===== src/hw/rtl/bbsc_pkg.sv =====
package bbsc_pkg;

    localparam int MAX_POINTS = 2;
    localparam int PT_CNT_W   = $clog2(MAX_POINTS + 1);

    localparam logic [1:0] CFG_SLOP      = 2'd0;
    localparam logic [1:0] CFG_THRESHOLD = 2'd1;
    localparam logic [1:0] CFG_BIAS      = 2'd2;

    localparam logic [15:0] SLOP_RESET      = 16'd2621;
    localparam logic [14:0] THRESHOLD_RESET = 15'd16056;
    localparam logic [16:0] BIAS_RESET      = 17'd52429;

    typedef struct packed {
        logic signed [31:0] a_pos_x;
        logic signed [31:0] a_pos_y;
        logic signed [15:0] a_cos;
        logic signed [15:0] a_sin;
        logic [30:0]        a_half_x;
        logic [30:0]        a_half_y;
        logic signed [31:0] b_pos_x;
        logic signed [31:0] b_pos_y;
        logic signed [15:0] b_cos;
        logic signed [15:0] b_sin;
        logic [30:0]        b_half_x;
        logic [30:0]        b_half_y;
    } bbsc_in_t;

    typedef struct packed {
        logic               hit;
        logic signed [15:0] normal_x;
        logic signed [15:0] normal_y;
        logic [30:0]        depth;
        logic               ref_is_a;
        logic signed [31:0] point_a_x;
        logic signed [31:0] point_a_y;
        logic signed [31:0] point_b_x;
        logic signed [31:0] point_b_y;
        logic               last;
    } bbsc_out_t;

    // Classified pair handed from the front part to the back part.
    typedef struct packed {
        logic               hit;
        logic signed [15:0] nx;
        logic signed [15:0] ny;
        logic [30:0]        depth;
        logic               refa;
        logic signed [31:0] cx0;
        logic signed [31:0] cx1;
        logic signed [31:0] cx2;
        logic signed [31:0] cx3;
        logic signed [31:0] cy0;
        logic signed [31:0] cy1;
        logic signed [31:0] cy2;
        logic signed [31:0] cy3;
        logic [3:0]         sel;
    } bbsc_job_t;

    function automatic logic signed [15:0] clamp_dir(input logic signed [15:0] v);
        if (v > 16'sd16384) begin
            return 16'sd16384;
        end
        if (v < -16'sd16384) begin
            return -16'sd16384;
        end
        return v;
    endfunction

    function automatic logic signed [31:0] sat32(input logic signed [65:0] v);
        if (v > 66'sd2147483647) begin
            return 32'h7FFF_FFFF;
        end
        if (v < -66'sd2147483648) begin
            return 32'h8000_0000;
        end
        return v[31:0];
    endfunction

endpackage


===== src/hw/rtl/bbsc_queue.sv =====
module bbsc_queue import bbsc_pkg::*; (
    input  logic      aclk,
    input  logic      aresetn,
    input  logic      wr_valid,
    output logic      wr_ready,
    input  bbsc_job_t wr_data,
    output logic      rd_valid,
    input  logic      rd_ready,
    output bbsc_job_t rd_data
);

    bbsc_job_t mem_reg [2];
    logic      wp_reg, rp_reg;
    logic [1:0] cnt_reg;
    logic      do_wr, do_rd;

    assign wr_ready = cnt_reg != 2'd2;
    assign rd_valid = cnt_reg != 2'd0;
    assign rd_data  = mem_reg[rp_reg];
    assign do_wr    = wr_valid && wr_ready;
    assign do_rd    = rd_valid && rd_ready;

    always_ff @(posedge aclk) begin
        if (!aresetn) begin
            wp_reg  <= 1'b0;
            rp_reg  <= 1'b0;
            cnt_reg <= 2'd0;
        end else begin
            if (do_wr) begin
                wp_reg <= !wp_reg;
            end
            if (do_rd) begin
                rp_reg <= !rp_reg;
            end
            cnt_reg <= cnt_reg + 2'(do_wr) - 2'(do_rd);
        end
    end

    always_ff @(posedge aclk) begin
        if (do_wr) begin
            mem_reg[wp_reg] <= wr_data;
        end
    end

endmodule


===== config.mk =====
export PLATFORM = sky130hd
export DESIGN_NAME = bbsc_queue
export DESIGN_NICKNAME = d
export VERILOG_FILES = /design/src/hw/rtl/bbsc_pkg.sv /design/src/hw/rtl/bbsc_queue.sv
export SDC_FILE = /design/constraint.sdc
export NUM_CORES = 1
export LEC_CHECK = 0
export ABC_AREA = 1
export BUFFER_PORTS_ARGS = -buffer_cell sky130_fd_sc_hd__buf_2
export CAP_MARGIN = 20
export CORE_AREA = 2 2 254 256
export CTS_BUF_LIST = sky130_fd_sc_hd__clkbuf_2 sky130_fd_sc_hd__clkbuf_4 sky130_fd_sc_hd__clkbuf_8
export DETAILED_ROUTE_END_ITERATION = 8
export DIE_AREA = 0 0 256 258
export HOLD_SLACK_MARGIN = 0.15
export PLACE_DENSITY = 0.58
export SYNTH_ARGS = -nofsm -noshare
export SYNTH_HDL_FRONTEND = slang
export SYNTH_SLANG_ARGS = --single-unit

===== constraint.sdc =====
create_clock -name aclk -period 21.7 [get_ports aclk]
set_input_delay 1.085 -clock aclk [delete_from_list [all_inputs] [get_ports aclk]]
set_output_delay 1.085 -clock aclk [all_outputs]
set_load 0.05 [all_outputs]

Yosys cells after proc, flatten, opt, wreduce, memory -nomap -nowiden:

Memories as Yosys holds them, arrays and structs flattened. A register that Yosys moved wholly into a read port is not among the register bits.
Cells that the tools add are included.

* add/sub/neg operators: 2
* equality and inequality tests: 1
* multiplexer cells: 4
* reduce and logical (&&, ||, !) cells: 5

Operators with widths (count)
* $mux W1: 4
* $add A2 B1 Y2: 1
* $logic_and A1 B1 Y1: 2
* $logic_not A1 Y1: 2
* $ne A2 B2 Y1 const B: 1
* $reduce_bool A2 Y1: 1
* $sub A2 B1 Y2: 1

* flip-flop bits (word level): 4
* memory bits (writable): 650
* bits of input ports: 329
* output and inout port bits: 327
* logic and storage cells: 16
* memories: 1

Memory list
* mem_reg: depth 2, bits a word 325, read ports 1, clocked after memory_dff 1, write ports 1, line bbsc_queue.sv:12 `bbsc_job_t mem_reg [2];`

Depth between registers and ports, before layout:

* word-level depth: 4
* depth in mapped cells: 11
* mapped depth without buffers: 11

Least setup slack after synthesis:

OpenSTA, ideal clock, no wires.

* path type: input to register
* start: input port wr_valid
* end: memory mem_reg[1][0] (netlist bit), enable pin
* library setup time: 1.021 ns
* data arrival time: 14.757 ns
* data required time: 20.679 ns
* path slack: 5.922 ns
* stages on the path: 2
* path buffers: 0
* cells stage by stage: nand2_1 > nor2_1

* cells in the longest elaborated chain, start to end: 3

Ends and longest elaborated chain
* start, declared: line bbsc_queue.sv:4 `input logic wr_valid,`
* $logic_and A1 B1 Y1: line bbsc_queue.sv:20 `assign do_wr = wr_valid && wr_ready;`
* $mux W1: line bbsc_queue.sv:40 `if (do_wr) begin`
* $mux W1 (not written as such): line bbsc_queue.sv:41 `mem_reg[wp_reg] <= wr_data;`
* end, declared: line bbsc_queue.sv:12

No other way between the ends.

==> impl_metrics.ini <==
[critical_path]
crit_path_max_fanout = 72
crit_chain = buf_4 > buf_4 > mux2_2 > buf_2
cp_slowest_cell = buf_4
critical_path_class = flop to output pin
arrival_ns = 3.80
cp_common_cell = buf_4
reg2reg_to = mem_reg[0][216]
crit_family = buffers and inverters
endpoint_kind = output pin
reg2reg_slack_ns = 17.64
critPathRequiredTime_ns = 20.61
crit_end = rd_data[267]
crit_buf_inv = 3
critPathLaunchType = flop
rr_startpoint = cnt_reg[0]
crit_cells = 4
rr_worst_depth = 7
slowest_delay_ns = 0.87

[synth]
synth.distinct_cells = 14
syn-instance-count = 1047
synth_top_family_by_area = multiplexers
syn_avg_cell_area_um2 = 22.8
synth_area_leaders = edfxtp_1 82%, mux2_2 14%, buf_6 1.4%, mux2_4 1.3%, dfxtp_1 0.42%
synth.area.mux_share = 0.157
synth_area_um2 = 23800
synth_top_area_cell = edfxtp_1
synth.top_cell.area_share = 0.818
ys_warn_count = 0
synth-compound-area-share = 0.000210
synth_fp_nets = 1377
yosysSeqAreaShare = 0.823
synth_xor_xnor_area_share = 0.000367
synth_simple_gate_area_frac = 0.00336
ys_ff_latch = 655
synth_fa_ha_area_frac = 0.000525

[pwr]
p_leak_nw = 11.3
p_per_area_nw_per_um2 = 135
ir_drop_uv = 97.8
power_w = 0.00407

[detailed_routing]
totalWireLength_um = 55800
via_count = 12600
ant_nets = 0
drt_iter0_drc = 769
viasPerCell = 4.57
wl_per_cell_um = 20.3
firstDrtPassIters = 5
drc = 0

[timing]
hold_viol_final = 0
worst_pin_slew_ns = 1.06
final.period_utilization = 0.225
fmax_mhz = 205
setup_viol = 0
relSlewSlack = 0.292
fin_worst_skew_ns = 0.0189
slew_violations = 0
fin_tns_setup_ns = 0
grt_setup_unrepaired = no
layout_min_cycle_time_ns = 4.89

[grt]
grtUsageTotal = 0.162
grt_max_degree = 158
antenna_found_initial = 27
grt_pass1_wl_um = 80800
grt_pass1_vias = 13300
overflow = 0

[placement]
portBuffers = 655
gp_congestion = 0.859
dpl.hpwl_um = 38400

[run]
cap_violations = 0

[finish]
drive_gt1_frac = 0.621
syn_to_final_growth_pct = 26.5
largest_reg_flops = 650
finalNetCount = 2120

[floorplanning]
die-area_um2 = 66000
die_h_um = 258
fp.coreArea_um2 = 63600
start_util = 0.375
die_w_um = 256
ioPinCount = 656
rows = 93

[clock_tree]
clock-root-buffer = clkbuf_8
h-tree-depth = 3
clockBufferDepth = 3
cts_hold_buf = 0
clk_pin_slew_ns = 0.05
cts_buffers = 108
cts_tree = built
clk_latency_ns = 0.67
post_cts_resized = 0
cts_sinks = 655
post-cts-setup-buffer-count = 0

[hold_path]
hold_class = flop to flop

[outcome]
status = finished clean
[through the flow]
| stage | std cells | cell area (um2) | hold WS [ns] | setup WS [ns] | utilization |
|---|---|---|---|---|---|
| after floorplan | 1047 | 23800 | 0.467 | 5.92 | - |
| after global placement | 2534 | 28000 | 0.483 | 16.92 | 0.439 |
| after detailed placement | 2534 | 28000 | 0.491 | 16.83 | 0.439 |
| after CTS | 2729 | 30100 | 0.492 | 16.72 | 0.473 |
| after global routing | 2747 | 30200 | 0.513 | 16.57 | 0.474 |
| final | 2749 | 30200 | 0.500 | 16.81 | 0.474 |
[cell usage after synthesis]
library cell,instances
a21oi_1,1
buf_2,7
buf_6,29
dfxtp_1,5
edfxtp_1,650
ha_1,1
inv_1,7
mux2_1,1
mux2_2,304
mux2_4,20
nand2_1,11
nand3_1,1
nor2_1,9
xnor2_1,1
[cell type report]
class	count	area [um2]
Antenna cell	19	47.5
Clock buffer	143	1760
Clock inverter	52	375
Fill cell	5511	33500
Inverter	7	26.3
Multi-Input combinational cell	349	3860
Sequential cell	655	19600
Tap cell	855	1070
Timing Repair Buffer	669	3420
[worst min path at each step]
stage,from,end,slack (ns),depth (start not counted)
floorplan,rp_reg,flop,0.47,2
global placement,rp_reg,rp_reg,0.48,2
detailed placement,rp_reg,rp_reg,0.49,2
CTS,wr_data[215],mem_reg[1][215],0.49,1
global route,wr_data[184],mem_reg[0][184],0.51,1
finish,rp_reg,rp_reg,0.50,2
[worst min-delay path, cell delays in order (launching register included)]
cell and delay [ns]:
dfxtp_1 0.32, nor2_1 0.06, nor2_1 0.09
[routing by layer]
layer	GRT usage	wire (um)	up-vias
li1	-	-	5705
met5	0	86	-
met4	0.0864	2030	14
met2	0.280	29000	460
met3	0.0518	4060	128
met1	0.179	20700	6247
[cell families after synthesis]
family / count (synthesis)
mux: 325
simple gates: 21
compound gates: 1
fa+ha+maj: 1
flops: 655
buf+inv: 43
xor+xnor: 1
[power breakdown]
part	switching, W	internal, W	total, W
clock network	0.000478	0.000578	0.00106
logic	0.00101	0.000351	0.00136
registers	0.0000481	0.00161	0.00165
total	0.00154	0.00253	0.00407
[cell usage in the layout, fill, tap and decap left out, drive strengths merged]
master  instances
nor2            9
diode          19
a21oi           1
bufinv          4
nand2          11
mux2          325
edfxtp        650
nand3           1
xnor2           1
inv             8
clkinv         47
clkbuf        143
buf           669
ha              1
dfxtp           5
Power figures use the tool's default switching activity.
