<file path="src/hw/rtl/bbsc_pkg.sv">
package bbsc_pkg;

    localparam int MAX_POINTS = 2;
    localparam int PT_CNT_W   = $clog2(MAX_POINTS + 1);

    localparam logic [1:0] CFG_SLOP      = 2'd0;
    localparam logic [1:0] CFG_THRESHOLD = 2'd1;
    localparam logic [1:0] CFG_BIAS      = 2'd2;

    localparam logic [15:0] SLOP_RESET      = 16'd2621;
    localparam logic [14:0] THRESHOLD_RESET = 15'd16056;
    localparam logic [16:0] BIAS_RESET      = 17'd52429;

    typedef struct packed {
        logic signed [31:0] a_pos_x;
        logic signed [31:0] a_pos_y;
        logic signed [15:0] a_cos;
        logic signed [15:0] a_sin;
        logic [30:0]        a_half_x;
        logic [30:0]        a_half_y;
        logic signed [31:0] b_pos_x;
        logic signed [31:0] b_pos_y;
        logic signed [15:0] b_cos;
        logic signed [15:0] b_sin;
        logic [30:0]        b_half_x;
        logic [30:0]        b_half_y;
    } bbsc_in_t;

    typedef struct packed {
        logic               hit;
        logic signed [15:0] normal_x;
        logic signed [15:0] normal_y;
        logic [30:0]        depth;
        logic               ref_is_a;
        logic signed [31:0] point_a_x;
        logic signed [31:0] point_a_y;
        logic signed [31:0] point_b_x;
        logic signed [31:0] point_b_y;
        logic               last;
    } bbsc_out_t;

    // Classified pair handed from the front part to the back part.
    typedef struct packed {
        logic               hit;
        logic signed [15:0] nx;
        logic signed [15:0] ny;
        logic [30:0]        depth;
        logic               refa;
        logic signed [31:0] cx0;
        logic signed [31:0] cx1;
        logic signed [31:0] cx2;
        logic signed [31:0] cx3;
        logic signed [31:0] cy0;
        logic signed [31:0] cy1;
        logic signed [31:0] cy2;
        logic signed [31:0] cy3;
        logic [3:0]         sel;
    } bbsc_job_t;

    function automatic logic signed [15:0] clamp_dir(input logic signed [15:0] v);
        if (v > 16'sd16384) begin
            return 16'sd16384;
        end
        if (v < -16'sd16384) begin
            return -16'sd16384;
        end
        return v;
    endfunction

    function automatic logic signed [31:0] sat32(input logic signed [65:0] v);
        if (v > 66'sd2147483647) begin
            return 32'h7FFF_FFFF;
        end
        if (v < -66'sd2147483648) begin
            return 32'h8000_0000;
        end
        return v[31:0];
    endfunction

endpackage

</file>
<file path="src/hw/rtl/bbsc_back.sv">
module bbsc_back import bbsc_pkg::*; (
    input  logic      aclk,
    input  logic      aresetn,
    input  logic      job_valid,
    output logic      job_ready,
    input  bbsc_job_t job,
    output logic      out_valid,
    input  logic      out_ready,
    output bbsc_out_t out_data
);

    // One contact per cycle while out_ready allows; done_reg marks corners already emitted for the head job.
    logic [3:0]          done_reg;
    logic [PT_CNT_W-1:0] n_reg;
    logic                ov_reg;
    bbsc_out_t           od_reg;

    logic [3:0]          rem;
    logic [1:0]          idx;
    logic                found;
    logic [3:0]          rest;
    logic                is_last;
    logic                can;
    logic signed [31:0]  cx, cy;
    logic signed [46:0]  rx, ry;
    logic signed [31:0]  offx, offy;
    bbsc_out_t           res;

    always_comb begin
        rem   = job.sel & ~done_reg;
        idx   = 2'd0;
        found = 1'b0;
        for (int i = 3; i >= 0; i--) begin
            if (rem[i]) begin
                idx   = 2'(i);
                found = 1'b1;
            end
        end
        rest    = rem & ~(4'b1 << idx);
        is_last = !job.hit || rest == 4'b0 || 32'(n_reg) + 1 >= MAX_POINTS || !found;
        can     = !ov_reg || out_ready;
        case (idx)
            2'd0: begin cx = job.cx0; cy = job.cy0; end
            2'd1: begin cx = job.cx1; cy = job.cy1; end
            2'd2: begin cx = job.cx2; cy = job.cy2; end
            default: begin cx = job.cx3; cy = job.cy3; end
        endcase
        rx   = (47'(job.nx * $signed({1'b0, job.depth})) + 47'sd8192) >>> 14;
        ry   = (47'(job.ny * $signed({1'b0, job.depth})) + 47'sd8192) >>> 14;
        offx = rx[31:0];
        offy = ry[31:0];
        res  = '0;
        res.last = is_last;
        if (job.hit) begin
            res.hit      = 1'b1;
            res.normal_x = job.nx;
            res.normal_y = job.ny;
            res.depth    = job.depth;
            res.ref_is_a = job.refa;
            if (job.refa) begin
                res.point_b_x = cx;
                res.point_b_y = cy;
                res.point_a_x = sat32(66'(cx) + 66'(offx));
                res.point_a_y = sat32(66'(cy) + 66'(offy));
            end else begin
                res.point_a_x = cx;
                res.point_a_y = cy;
                res.point_b_x = sat32(66'(cx) - 66'(offx));
                res.point_b_y = sat32(66'(cy) - 66'(offy));
            end
        end
    end

    assign job_ready = job_valid && can && is_last;
    assign out_valid = ov_reg;
    assign out_data  = od_reg;

    always_ff @(posedge aclk) begin
        if (!aresetn) begin
            ov_reg   <= 1'b0;
            done_reg <= '0;
            n_reg    <= '0;
        end else if (can) begin
            ov_reg <= job_valid;
            if (job_valid) begin
                if (is_last) begin
                    done_reg <= '0;
                    n_reg    <= '0;
                end else begin
                    done_reg <= done_reg | (4'b1 << idx);
                    n_reg    <= n_reg + 1'b1;
                end
            end
        end
    end

    always_ff @(posedge aclk) begin
        if (can && job_valid) begin
            od_reg <= res;
        end
    end

endmodule

</file>
<file path="config.mk">
export PLATFORM = sky130hd
export DESIGN_NAME = bbsc_back
export DESIGN_NICKNAME = d
export VERILOG_FILES = /design/src/hw/rtl/bbsc_pkg.sv /design/src/hw/rtl/bbsc_back.sv
export SDC_FILE = /design/constraint.sdc
export NUM_CORES = 2
export LEC_CHECK = 0
export ABC_AREA = 1
export BUFFER_PORTS_ARGS = -buffer_cell sky130_fd_sc_hd__buf_2
export CORE_MARGIN = 4
export CORE_UTILIZATION = 35
export CTS_CLUSTER_SIZE = 25
export DETAILED_ROUTE_END_ITERATION = 8
export MAX_ROUTING_LAYER = met4
export PLACE_DENSITY = 0.57
export SKIP_CTS_REPAIR_TIMING = 1
export SLEW_MARGIN = 25
export SYNTH_ARGS = -nofsm -noshare
export SYNTH_HDL_FRONTEND = slang
export SYNTH_SLANG_ARGS = --single-unit
export TNS_END_PERCENT = 50
</file>
<file path="constraint.sdc">
create_clock -name aclk -period 10.3 [get_ports aclk]
set_input_delay 0.515 -clock aclk [delete_from_list [all_inputs] [get_ports aclk]]
set_output_delay 0.515 -clock aclk [all_outputs]
set_load 0.03 [all_outputs]
</file>
# [After elaboration in Yosys (flattened, before gate mapping)]
# Index checks and enable logic that the tools add are counted.
[totals] output_inout_bits=196 memories=0 latch_bits=0 mem_bits_rw=0 mem_bits_ro=0 ff_bits=201 word_cells=110 in_bits=329
[classes] div_mod_pow=0 n_shift=1 n_mul=2 n_reduce_logical=12 addsub=8 order_cmp=9 n_mux=58 bitwise_logic=5 eq_ne=2
[op_table] op="$mux W32" n=16
[op_table] op="$mux W193" n=1
[op_table] op="$pmux W32 S3" n=2
[op_table] op="$gt A33 B32 Y1 const B" n=4
[op_table] op="$lt A33 B32 Y1 const B" n=4
[op_table] op="$mux W128" n=1
[op_table] op="$add A46 B15 Y46 const B" n=2
[op_table] op="$mul A16 B32 Y46" n=2
[op_table] op="$add A32 B32 Y33" n=2
[op_table] op="$sub A32 B32 Y33" n=2
[op_table] op="$mux W1" n=32
[op_table] op="$mux W2" n=5
[op_table] op="$and A4 B4 Y4" n=2
[op_table] op="$not A4 Y4" n=2
[op_table] op="$logic_not A4 Y1" n=1
[op_table] op="$logic_or A1 B1 Y1" n=4
[op_table] op="$mux W4" n=1
[op_table] op="$or A4 B4 Y4" n=1
[op_table] op="$shl A1 B2 Y4 const A" n=1
[op_table] op="$add A2 B1 Y3 const B" n=1
[op_table] op="$ge A3 B2 Y1 const B" n=1
[op_table] op="$logic_not A1 Y1" n=3
[op_table] op="$add A2 B1 Y2 const B" n=1
[op_table] op="$eq A2 B1 Y1 const B" n=1
[op_table] op="4 further kinds" n=5

# [Depth between registers and ports, before layout]
[depth] ltp_word=20 depth_mapped=44 mapped_depth_nobuf=41

# [Least setup slack after synthesis]
# No wires, ideal clock.
[synth_path] path_kind="input to register" start="input job[275] (netlist name)" end="register od_reg (netlist bit out_data[22]) (data pin)" arrival_time_ns=7.365 path_stages=36 setup_time_ns=0.261 required_ns=10.039 n_path_buf=4 slack_ns=2.674 cell_sequence="clkbuf_1 clkbuf_1 nand2_1 fa_1 inv_1 fa_1 inv_1 fa_1 inv_1 fa_1 fa_1 inv_1 fa_1 inv_1 ha_1 a21oi_1 inv_1 nor2_1 nor2_1 o21ai_0 nand4_1 a21oi_1 xnor2_1 ha_1 nor2_1 inv_2 nor2_1 nand2_1 nor3_2 nand2_2 nand3_1 nand2_1 a21oi_2 buf_6 buf_8 a21oi_2"
[synth_via] elab_chain_len=11 word_cells_on_any_way=16 cone_classes="add/sub: 2; mul: 1; order compare: 2; mux: 11"
[synth_lines] element="start: declaration" line="bbsc_back.sv:6" text="input bbsc_job_t job,"
[synth_lines] element="$mul A16 B32 Y46 *" line="bbsc_back.sv:49" text="ry = (47'(job.ny * $signed({1'b0, job.depth})) + 47'sd8192) >>> 14;"
[synth_lines] element="$add A46 B15 Y46 *" line="bbsc_back.sv:49"
[synth_lines] element="$sub A32 B32 Y33 *" line="bbsc_back.sv:69" text="res.point_b_y = sat32(66'(cy) - 66'(offy));"
[synth_lines] element="$lt A33 B32 Y1" line="bbsc_pkg.sv:74" text="if (v < -66'sd2147483648) begin"
[synth_lines] element="$mux W1 (2 in series)" line="bbsc_pkg.sv:74"
[synth_lines] element="$mux W1" line="bbsc_back.sv:60" text="if (job.refa) begin"
[synth_lines] element="$mux W1" line="bbsc_back.sv:54" text="if (job.hit) begin"
[synth_lines] element="$mux W32" line="bbsc_pkg.sv:77" text="return v[31:0];"
[synth_lines] element="$mux W32 *" line="bbsc_pkg.sv:74"
[synth_lines] element="$mux W128 *" line="bbsc_back.sv:60"
[synth_lines] element="end signal: assignment" line="bbsc_back.sv:99" text="od_reg <= res;"
[synth_lines] element="end: declaration" line="bbsc_back.sv:16" text="bbsc_out_t od_reg;"
# Mark *: on every way between the ends. The rest lies on a longest branch, timed or not. The select of a mux whose other input is x is not followed.
# A chain may end at the register's enable or synchronous reset.

# [Worst setup path after layout]
[layout_path] start="input job[268] (netlist name)" end="register od_reg (netlist bit out_data[83]) (data pin)"
[layout_via] elab_chain_len=11 word_cells_on_any_way=16 cone_classes="add/sub: 2; mul: 1; order compare: 2; mux: 11"
[layout_lines] element="$mul A16 B32 Y46 *" line="bbsc_back.sv:49"
[layout_lines] element="$add A46 B15 Y46 *" line="bbsc_back.sv:49"
[layout_lines] element="$add A32 B32 Y33 *" line="bbsc_back.sv:64" text="res.point_a_y = sat32(66'(cy) + 66'(offy));"
[layout_lines] element="$lt A33 B32 Y1" line="bbsc_pkg.sv:74"
[layout_lines] element="$mux W1 (2 in series)" line="bbsc_pkg.sv:74"
[layout_lines] element="$mux W1" line="bbsc_back.sv:60"
[layout_lines] element="$mux W1" line="bbsc_back.sv:54"
[layout_lines] element="$mux W32" line="bbsc_pkg.sv:77"
[layout_lines] element="$mux W32 *" line="bbsc_pkg.sv:74"
[layout_lines] element="$mux W128 *" line="bbsc_back.sv:60"
# Marked as above.

==> flow_summary.ini <==
[run_status]
outcome = finished clean

[setup_path]
r2r_cells = 26
worstSetupStartpointType = input pin
critPathRequiredTime_ns = 10.66
timing.rr.start = done_reg[1]$_SDFFE_PN0P_
rr_endpoint = out_data[103]$_SDFFCE_PN0P_
cp-end-kind = flip-flop
cpPeakStageDelay_ns = 0.62
path_max_fanout = 26
cp.arrival_ns = 9.22
critPathMostFrequentCell = fa_1
slowest_stage = buf_2
r2r_slack_ns = 5.15
criticalPathCategory = input pin to flip-flop
crit_family = adder cells
critical_path_buf_inv_count = 7

[timing]
tightest_slew_ns = 1.02
setup_viol = 0
timing.final.crit_share_pct = 86.1
fin_skew_ns = 0.0412
rsz0062_at_grt = no
fmax_mhz = 113
fin_crit_ns = 8.87
setup-tns-final_ns = 0
drv_slew = 0
maxSlewHeadroom_pct = 31.8
hold_viol_final = 0

[cts]
clock_sinks = 201
cts_tree = done
path_clk_slew_ns = 0.06
clock_path_buffers = 3
cts_max_level = 1
clk_latency_ns = 0.66
numCtsBuffers = 27
cts.root.buffer_cell = clkbuf_16

[floorplanning]
io_pins = 525
fp.dieW_um = 397
fp-row-count = 142
die_area_sq_mm = 0.158
initial_core_util_pct = 35.3
die_h_um = 397
coreArea_sq_mm = 0.150

[drt]
ant_nets = 0
wl_per_cell_um = 20.2
drcViolationCount = 0
first_iter_violations = 3679
dr_total_vias = 47937
drt-pass1-iter-count = 6
wirelength_um = 198000
viasPerCell = 4.89

[final_layout]
multi_input_area_sq_mm = 0.0385
layout.nets = 9308
fillers = 15969
areaGrowthSynthToFinish_pct = 10.6
drive_above_1_share_pct = 10.2
largest_reg_flops = 194
regArea_sq_mm = 0.00597

[synthesis]
syn-num-nets = 8967
synth_edf_count = 194
ys.flop_type = edfxtp_1
synth_area_sq_mm = 0.0529
synth-seq-cells = 201
syn_inst = 7425
synthDistinctLibCells = 50
async_flop_share_pct = 0
synth_area_per_cell_sq_um = 7.13
ys_seq_area_share_pct = 11.3
yosys_warnings = 0

[worst_hold_path]
min_path_cells = 2
min-delay-start = aresetn
hold-path-endpoint = out_valid$_SDFFE_PN0N_
hp-class = input pin to flip-flop

[grt]
grt_antenna_before_repair = 8
grt_max_degree = 119
grt.total_usage_pct = 25.9
grt_pass1_vias = 50519
overflow = 0
grt_pass1_wl_um = 306000

[placement]
place.gp.congestion = 0.964
dpl.hpwl_um = 166000
io_buffers = 524

[flow_run]
drv_cap = 0
==> worst max path at each step <==
stage / from / end / slack, ns / cells past startpoint
final: job[268] / out_data[83]$_SDFFCE_PN0P_ / 1.43 / 31
after global routing: job[267] / out_data[76]$_SDFFCE_PN0P_ / 0.85 / 39
after CTS: job[267] / out_data[94]$_SDFFCE_PN0P_ / 1.45 / 39
after detailed placement: job[267] / out_data[83]$_SDFFCE_PN0P_ / 0.84 / 39
after global placement: job[267] / out_data[94]$_SDFFCE_PN0P_ / 0.81 / 39
after floorplan: job[275] / out_data[22]$_SDFFCE_PN0P_ / 2.67 / 36
==> cell type report <==
| type | instances | share of cell area (%) |
|---|---|---|
| diodes | 5 | 0.0214 |
| clock buffers | 29 | 1.17 |
| clock inverters | 20 | 0.491 |
| inverters | 1864 | 12.0 |
| multi-input cells | 5030 | 65.7 |
| flip-flops and latches | 201 | 10.2 |
| well taps | 2016 | 4.31 |
| repair buffers | 642 | 6.15 |
==> worst reg2reg max path: cells and delay by family, from the launching register on <==
kind,cells,cell delay (ns)
fa+ha+maj,2,0.77
flops,1,0.31
buf+inv,6,1.23
simple gates,15,2.19
compound gates,3,0.39
==> cells in the mapped netlist (2+ instances only) <==
cell type  number  area share [%]
buf_4          21            0.30
a21oi_2        35            0.58
o21ai_2         2           0.033
nand2_1      2176              15
a21boi_0       12            0.17
o211ai_1        2           0.028
nand2_2        20            0.24
nor3_2          3           0.057
o22ai_1         2           0.024
o21bai_1       48            0.68
a21oi_1       333             3.1
inv_1        1831              13
o21a_1         17            0.24
buf_2          35            0.33
clkinv_1        3           0.021
a22oi_1        62            0.88
edfxtp_1      194              11
or2_2           3           0.035
o21ai_0       220             2.1
fa_1          812              31
nand4_1        32            0.38
clkbuf_1      246             1.7
nor2_4          4           0.085
ha_1          401             9.5
buf_6          15            0.32
and3_1          8           0.095
dfxtp_1         7            0.26
xnor2_1        31            0.51
xor2_1        119             2.0
nor4_1         12            0.14
inv_2          30            0.21
nand3_1       211             2.0
a31oi_1         5           0.059
nor3_1         49            0.46
buf_1          11           0.078
nor2_2          6           0.071
o21ai_1         4           0.038
a21o_1         19            0.27
nor2_1        372             2.6
nand3b_1        2           0.028
==> per-stage QoR <==
stage | hold WS, ns | instance area (sq um) | setup WS, ns | instances | util [%]
final | 0.155 | 58600 | 1.43 | 9807 | 39.0
after floorplan | 0.431 | 52900 | 2.67 | 7425 | -
after global routing | 0.134 | 58600 | 0.855 | 9807 | 39.0
after CTS | 0.108 | 58600 | 1.45 | 9802 | 39.0
after global placement | 0.445 | 57600 | 0.812 | 9753 | 38.4
after detailed placement | 0.455 | 57600 | 0.837 | 9753 | 38.4
==> cell usage in the layout (no fill, tap or decap), types with 20 or more instances in the layout <==
master	instances
nand2_1	2176
inv_1	1828
fa_1	812
buf_2	523
ha_1	401
nor2_1	371
a21oi_1	333
o21ai_0	220
nand3_1	211
edfxtp_1	194
xor2_1	119
buf_4	111
a22oi_1	62
nor3_1	49
o21bai_1	48
a21oi_2	35
inv_2	33
nand4_1	32
xnor2_1	31
clkbuf_16	27
nand2_2	20
==> per-layer routing <==
layer,part of all wire [%],wire length [um],GRT usage [%],vias to the layer above
li1,-,-,-,22640
met1,42,83800,32.7,23629
met2,50,98300,44.8,1434
met3,5.2,10400,2.36,234
met4,2.8,5510,6.29,0
met5,0,0,-,-
==> cells by family after synthesis <==
kind of cell / after synthesis / synth area share, %
flops: 201 / 11.3
xor+xnor: 150 / 2.48
fa+ha+maj: 1213 / 40.2
compound gates: 766 / 8.33
simple gates: 2901 / 21.7
buf+inv: 2194 / 16.0
Power is left out: the tool's default activity adds up to more than one toggle a clock period on the data nets, which glitch-free logic cannot reach.
